===== src/hdl/u8d_pkg.sv =====
// ----------------------------------------------------------------------------
// u8d_pkg
// Shared types, constants and decode functions for the UTF-8 stream decoder.
// ----------------------------------------------------------------------------
package u8d_pkg;

	// Byte classes.
	localparam logic [7:0] LEAD_BASE = 8'hC0;
	localparam logic [7:0] CONT_MASK = 8'hC0;
	localparam logic [7:0] CONT_TAG  = 8'h80;

	// Code point constants.
	localparam logic [31:0] REPLACEMENT    = 32'h0000_FFFD;
	localparam logic [31:0] ASCII_LIMIT    = 32'h0000_0080;
	localparam logic [31:0] SURR_MASK      = 32'hFFFF_F800;
	localparam logic [31:0] SURR_BASE      = 32'h0000_D800;
	localparam logic [31:0] NONCHAR_MASK   = 32'hFFFF_FFFE;
	localparam logic [31:0] NONCHAR_BASE   = 32'h0000_FFFE;

	// Result queue geometry.
	localparam int QDEPTH = 4;
	localparam int QAW    = $clog2(QDEPTH);
	localparam int QCW    = $clog2(QDEPTH + 1);

	// One result transaction.
	typedef struct packed {
		logic [31:0] code_point;
		logic        last;
	} result_t;

	// Results produced by one decoded item; slot b is used only with slot a.
	typedef struct packed {
		logic    a_valid;
		logic    b_valid;
		result_t a;
		result_t b;
	} push_t;

	// Initial accumulator value for a lead byte (0xC0 and above).
	function automatic logic [31:0] lead_value(input logic [7:0] b);
		logic [5:0] idx;
		logic [4:0] v;
		begin
			idx = b[5:0];
			if (!idx[5]) begin
				v = idx[4:0];
			end else if (!idx[4]) begin
				v = {1'b0, idx[3:0]};
			end else if (!idx[3]) begin
				v = {2'b00, idx[2:0]};
			end else if (!idx[2]) begin
				v = {3'b000, idx[1:0]};
			end else if (!idx[1]) begin
				v = {4'b0000, idx[0]};
			end else begin
				v = 5'd0;
			end
			lead_value = {27'd0, v};
		end
	endfunction

	// Replace out-of-place values when a sequence closes.
	function automatic logic [31:0] close_value(input logic [31:0] v);
		begin
			if ((v < ASCII_LIMIT) || ((v & SURR_MASK) == SURR_BASE) ||
					((v & NONCHAR_MASK) == NONCHAR_BASE)) begin
				close_value = REPLACEMENT;
			end else begin
				close_value = v;
			end
		end
	endfunction

endpackage


===== src/hdl/u8d_decode.sv =====
// ----------------------------------------------------------------------------
// u8d_decode
// Input register, sequence state and single-pass decode of one byte into
// zero, one or two results.
// ----------------------------------------------------------------------------
module u8d_decode (
	input  logic             clk,
	input  logic             arst_n,
	input  logic             data_valid,
	output logic             data_ready,
	input  logic [7:0]       data_byte,
	input  logic             flush,
	input  logic             space_ok,
	output u8d_pkg::push_t   push
);
	import u8d_pkg::*;

	logic        valid_s1;
	logic [7:0]  byte_s1;
	logic        flush_s1;
	logic        seq_open_q;
	logic [31:0] acc_q;
	logic        advance;
	logic        is_cont;
	logic        is_lead;
	logic        open_d;
	logic [31:0] acc_d;
	push_t       push_d;

	// The input register drains whenever the queue can take two results.
	assign advance    = valid_s1 && space_ok;
	assign data_ready = !valid_s1 || space_ok;

	// Input register.
	always_ff @(posedge clk or negedge arst_n) begin
		if (!arst_n) begin
			valid_s1 <= 1'b0;
		end else if (data_ready) begin
			valid_s1 <= data_valid;
		end
	end

	always_ff @(posedge clk) begin
		if (data_ready && data_valid) begin
			byte_s1  <= data_byte;
			flush_s1 <= flush;
		end
	end

	assign is_cont = (byte_s1 & CONT_MASK) == CONT_TAG;
	assign is_lead = byte_s1 >= LEAD_BASE;

	// Decode of the registered byte against the current sequence state.
	always_comb begin
		open_d = seq_open_q;
		acc_d  = acc_q;
		push_d = '0;
		if (flush_s1) begin
			push_d.a_valid      = seq_open_q;
			push_d.a.code_point = close_value(acc_q);
			push_d.a.last       = 1'b1;
			open_d              = 1'b0;
			acc_d               = '0;
		end else if (seq_open_q && is_cont) begin
			acc_d = {acc_q[25:0], 6'd0} + {26'd0, byte_s1[5:0]};
		end else begin
			// A pending sequence closes first.
			if (seq_open_q) begin
				push_d.a_valid      = 1'b1;
				push_d.a.code_point = close_value(acc_q);
				push_d.a.last       = is_lead;
			end
			if (is_lead) begin
				open_d = 1'b1;
				acc_d  = lead_value(byte_s1);
			end else begin
				open_d = 1'b0;
				acc_d  = '0;
				if (seq_open_q) begin
					push_d.b_valid      = 1'b1;
					push_d.b.code_point = {24'd0, byte_s1};
					push_d.b.last       = 1'b1;
				end else begin
					push_d.a_valid      = 1'b1;
					push_d.a.code_point = {24'd0, byte_s1};
					push_d.a.last       = 1'b1;
				end
			end
		end
	end

	// Sequence state.
	always_ff @(posedge clk or negedge arst_n) begin
		if (!arst_n) begin
			seq_open_q <= 1'b0;
			acc_q      <= '0;
		end else if (advance) begin
			seq_open_q <= open_d;
			acc_q      <= acc_d;
		end
	end

	// Results are only pushed on the cycle the item leaves the register.
	always_comb begin
		push         = push_d;
		push.a_valid = push_d.a_valid && advance;
		push.b_valid = push_d.b_valid && advance;
	end

endmodule


===== src/hdl/u8d_outq.sv =====
// ----------------------------------------------------------------------------
// u8d_outq
// Small result queue that takes up to two results per cycle and gives one.
// ----------------------------------------------------------------------------
module u8d_outq (
	input  logic             clk,
	input  logic             arst_n,
	input  u8d_pkg::push_t   push,
	output logic             space_ok,
	output logic             result_valid,
	input  logic             result_ready,
	output logic [31:0]      code_point,
	output logic             last
);
	import u8d_pkg::*;

	result_t        mem_q [QDEPTH];
	logic [QAW-1:0] wr_q;
	logic [QAW-1:0] rd_q;
	logic [QCW-1:0] count_q;
	logic [QAW-1:0] wr_next;
	logic           pop;
	logic [QCW-1:0] n_push;

	assign wr_next  = wr_q + QAW'(1);
	assign pop      = result_valid && result_ready;
	assign n_push   = QCW'(push.a_valid) + QCW'(push.b_valid);
	assign space_ok = count_q <= QCW'(QDEPTH - 2);

	// Queue storage.
	always_ff @(posedge clk) begin
		if (push.a_valid) begin
			mem_q[wr_q] <= push.a;
		end
		if (push.b_valid) begin
			mem_q[wr_next] <= push.b;
		end
	end

	// Pointers and fill count.
	always_ff @(posedge clk or negedge arst_n) begin
		if (!arst_n) begin
			wr_q    <= '0;
			rd_q    <= '0;
			count_q <= '0;
		end else begin
			wr_q    <= wr_q + QAW'(n_push);
			rd_q    <= rd_q + QAW'(pop);
			count_q <= count_q + n_push - QCW'(pop);
		end
	end

	assign result_valid = count_q != '0;
	assign code_point   = mem_q[rd_q].code_point;
	assign last         = mem_q[rd_q].last;

endmodule


===== src/hdl/utf8_stream_decoder.sv =====
// ----------------------------------------------------------------------------
// utf8_stream_decoder
// Decodes a stream of UTF-8 bytes into 32-bit code points.
// ----------------------------------------------------------------------------
// Input channel: data_valid/data_ready with data_byte and flush. Each
// transaction carries one byte, or an end-of-text marker when flush is set.
// Output channel: result_valid/result_ready with code_point and last. An
// input transaction yields zero, one or two result transactions; last marks
// the final result of its input transaction.
// Each result passes through the input register and then the result queue.
// Throughput: one input transaction per cycle while the output is taken in
// every cycle; the four-entry result queue absorbs the extra result of an
// item with two results until it fills.
// Reset clears the pending sequence and empties the result queue. When the
// receiver stalls, results collect in the queue and data_ready drops once
// fewer than two entries are free while the input register holds an item.
// ----------------------------------------------------------------------------
module utf8_stream_decoder (
	input  logic        clk,
	input  logic        arst_n,
	input  logic        data_valid,
	output logic        data_ready,
	input  logic [7:0]  data_byte,
	input  logic        flush,
	output logic        result_valid,
	input  logic        result_ready,
	output logic [31:0] code_point,
	output logic        last
);
	import u8d_pkg::*;

	push_t push;
	logic  space_ok;

	// Byte decode and sequence state.
	u8d_decode u_decode (
		.clk        (clk),
		.arst_n     (arst_n),
		.data_valid (data_valid),
		.data_ready (data_ready),
		.data_byte  (data_byte),
		.flush      (flush),
		.space_ok   (space_ok),
		.push       (push)
	);

	// Result queue.
	u8d_outq u_outq (
		.clk          (clk),
		.arst_n       (arst_n),
		.push         (push),
		.space_ok     (space_ok),
		.result_valid (result_valid),
		.result_ready (result_ready),
		.code_point   (code_point),
		.last         (last)
	);

endmodule


===== config.mk =====
export PLATFORM = sky130hd
export DESIGN_NAME = utf8_stream_decoder
export DESIGN_NICKNAME = d
export VERILOG_FILES = /design/src/hdl/u8d_pkg.sv /design/src/hdl/u8d_decode.sv /design/src/hdl/u8d_outq.sv /design/src/hdl/utf8_stream_decoder.sv
export SDC_FILE = /design/constraint.sdc
export NUM_CORES = 1
export LEC_CHECK = 0
export BUFFER_PORTS_ARGS = -buffer_cell sky130_fd_sc_hd__buf_2
export CORE_ASPECT_RATIO = 1.2
export CORE_MARGIN = 1
export CORE_UTILIZATION = 35
export CTS_CLUSTER_DIAMETER = 200
export DETAILED_ROUTE_END_ITERATION = 8
export SYNTH_ARGS = -nofsm -noshare
export SYNTH_HDL_FRONTEND = slang
export SYNTH_SLANG_ARGS = --single-unit

===== constraint.sdc =====
create_clock -name clk -period 3.55 [get_ports clk]
set_input_delay 0.5325 -clock clk [delete_from_list [all_inputs] [get_ports clk]]
set_output_delay 0.5325 -clock clk [all_outputs]
set_load 0.01 [all_outputs]

==> qor_table.md <==
| Stage | Quantity | This run |
|:---|:---|:---|
| outcome | Outcome | completed |
| grt | Congestion Overflow GR | 0 |
| yosys | Cell type with the largest total area after synthesis | dfxtp_1 |
| route | Mean routed wirelength per cell | 20.3 um |
| die | Height of the chip | 164 um |
| critical path | Startpoint types | register |
| yosys | Area share of the largest cell type after synthesis | 25.1% |
| power | Max VDD drop | 0.420 mV |
| yosys | Number of storage elements in the synthesis netlist | 182 |
| critical path | Data arrival time at the worst-slack endpoint | 3.16 ns |
| timing | Minimum clock period after layout | 2.84 ns |
| yosys | Top area cells in the synthesized netlist | dfxtp_1 25%, edfxtp_1 18%, dfrtp_1 13% |
| grt | Number of antenna violations at the first check in global routing | 0 |
| die | Number of I/O pins | 48 |
| route | Number of DRC violations after detailed-routing iteration 0 | 437 |
| power | Power Total | 6.63 mW |
| timing | Transition time at the pin with the least slew margin | 0.997 ns |
| die | Overall die area | 0.0224 mm2 |
| yosys | Commonest cells in the synthesized netlist | 96 x dfxtp_1, 96 x o2bb2ai_1, 57 x nand2_1, 45 x edfxtp_1, 41 x dfrtp_1 |
| route | Initial DRT Pass Iterations | 5 |
| grt | All-layer global routing usage | 17.8% |
| die | Placement row count | 58 |
| timing | Slew Limit Headroom | 33.5% |
| cells and area | Area grow syn2layout | 13.4% |
| route | Vias per cell | 5.73 |
| grt | Via count of the first global-routing pass | 5362 |
| cts | Setup fix buffers added after clock tree synthesis | 0 |
| die | Effective utilization at floorplan | 36.1% |
| yosys | Part of the Yosys area used for sequential elements | 56.2% |
| die | Die X-Extent | 137 um |
| yosys | Area of the mapped netlist | 0.00764 mm2 |
| route | DRC violations left | 0 |
| cts | Clk sink count | 182 |
| critical path | Worst Reg-to-Reg Cells | 9 |
| timing | RSZ-0062 raised after global routing | no |
| run | MaxCap Viol Count | 0 |
| power | Leakage power summed over all cells | 3.24 nW |
| cts | PostCTS Resize Cnt | 0 |
| cts | Worst skew pair latency | 0.44 ns |
| timing | Final total negative setup slack | 0 ns |
| grt | Global-route wire length before repair | 30000 um |
| cells and area | Filler cell count | 2015 |
| hold path | Worst hold path class | in2async |
| cts | Clock tree from TritonCTS | built |
| route | Final wirelength | 18700 um |
| yosys | Share of synthesized registers carrying an async set or reset | 22.5% |
| timing | # setup viols final | 0 |
| cts | Number of buffers added by the clock tree synthesis step | 17 |
| timing | Hold violation count in the final report | 0 |
| cells and area | Total Nets Final | 661 |
| critical path | Endpoint class of the critical path | register |
| critical path | Largest driver fanout on the critical path | 15 |
| cts | Total number of H-tree levels | 4 |
| yosys | Synth Net Count | 624 |
| power | Power per cell area | 764 mW/mm2 |
| timing | Achievable Freq | 0.353 GHz |
| yosys | Mean area per synthesized cell | 12.7 um2 |
| timing | Tightest hold margin | 0.253 ns |
| timing | Total count of max-transition violations in the final report | 0 |
| route | Total number of vias | 5297 |
| die | Core region area | 0.0212 mm2 |
| route | Post-detailed-route count of antenna-violating nets | 0 |
| yosys | Number of flops mapped to enable cells by yosys | 45 |
| place | Placer's final routability congestion estimate | 0.806 |
| cells and area | Layout cell share with drive strength beyond 1 | 21.7% |
| yosys | Synth unique cells | 50 |
| grt | Largest net degree at the start of global routing | 42 |
| cts | Buffer depth of the longest clock path | 2 |
| timing | Setup clock skew after layout | 0.00925 ns |
| yosys | Warning count from the yosys run | 0 |
| cts | Number of hold-repair buffers added at the cts stage | 0 |
| place | Half-perimeter wire length after placement | 12500 um |
| place | Number of buffers added on ports | 47 |
| cells and area | # diodes | 0 |
| cts | CTS clk-pin slew, worst paths | 0.07 ns |
| critical path | Worst endpoint required time | 3.87 ns |
| cts | Clock tree root buffer cell | clkbuf_16 |
| yosys | Prevailing post-synth register cell | dfxtp_1 |
| critical path | Classification of the worst setup path | reg2reg |
| timing | Period utilisation layout | 79.9% |
| yosys | Number of standard cells after synthesis | 604 |
-- kinds of logic (layout without fill, tap and decap cells) --
family / count (synthesis) / after routing / synth area share, %
AO/OA/AOI/OAI: 181 / 181 / 19.3
multiplexers: 33 / 33 / 9.72
adder cells (fa/ha/maj): 7 / 7 / 1.24
AND/OR/NAND/NOR: 141 / 141 / 9.35
XOR/XNOR: 6 / 6 / 0.688
flip-flops: 182 / 182 / 56.2
buffers and inverters: 54 / 104 / 3.44
-- cell usage in the layout (no fill, tap or decap), drive strengths merged, types with 7 or more instances in the layout --
cell | Yosys | routed
inv | 13 | 22
dfxtp | 96 | 96
nand2b | 7 | 7
o2bb2ai | 96 | 96
clkbuf | 11 | 17
nand2 | 57 | 57
o31ai | 7 | 7
dfrtp | 41 | 41
mux4 | 33 | 33
a22o | 28 | 28
nor2 | 23 | 23
nor3 | 14 | 14
edfxtp | 45 | 45
buf | 30 | 59
o21ai | 32 | 32
nand4 | 8 | 8
-- state kept, by name, indices dropped and copies added (netlist names) --
name,cells
u_decode.acc_q,32
u_decode.byte_s1,8
u_decode.flush_s1,1
u_decode.seq_open_q,1
u_decode.valid_s1,1
u_outq.count_q,3
u_outq.mem_q,132
u_outq.rd_q,2
u_outq.wr_q,2
-- final cells by class --
| class | instances | area (um2) | area share (%) |
|---|---|---|---|
| clock inverters | 15 | 136 | 1.57 |
| repair buffers | 59 | 338 | 3.90 |
| well taps | 270 | 338 | 3.90 |
| clock buffers | 17 | 425 | 4.91 |
| multi-input cells | 368 | 3080 | 35.6 |
| inverters | 13 | 48.8 | 0.563 |
| flip-flops and latches | 182 | 4300 | 49.6 |
-- metrics by stage --
stage                     std cells  area (um2)  util, %  setup slack [ns]
final                           924        8670     40.9             0.714
after global routing            924        8670     40.9             0.600
after CTS                       924        8670     40.9             0.740
after detailed placement        892        8110     38.3             0.761
after global placement          892        8110     38.3             0.868
after floorplan                 604        7640        -             0.805
-- routing by layer --
layer / GRT usage (%) / wire length (um)
met5: 0 / 0
met4: 5.94 / 239
met3: 3.21 / 777
met2: 29.7 / 9440
met1: 23.1 / 8260
-- worst max-delay path, stage by stage, from the launching register on --
cell and delay, ns:
edfxtp_1 0.64, a21oi_1 0.11, o21ai_2 0.57, nor2_1 0.13
ha_1 0.24, inv_1 0.07, ha_1 0.24, fa_1 0.43
xor2_1 0.16, xnor2_1 0.13
-- final timing paths --
| check | startpoint | end | slack [ns] |
|---|---|---|---|
| worst max-delay path | u_decode.flush_s1 | u_outq.count_q[2] | 0.71 |
| worst min-delay path | arst_n | u_decode.acc_q[4] | 0.25 |
| worst max register to register | u_decode.flush_s1 | u_outq.count_q[2] | 0.71 |
| worst min register to register | u_outq.mem_q[1][14] | u_outq.mem_q[1][14] | 0.46 |
| max in group asynchronous | arst_n | u_outq.rd_q[0] | 2.62 |
| min in group clk | data_byte[2] | u_decode.byte_s1[2] | 0.26 |
-- power by group --
group	internal [mW]	leakage (nW)	switching, mW	total [mW]
Sequential	2.53	1.73	0.384	2.91
Combinational	0.829	1.22	1.08	1.91
Clock	0.927	0.283	0.878	1.81
Total	4.28	3.24	2.34	6.63
(Power assumes the default switching activity.)
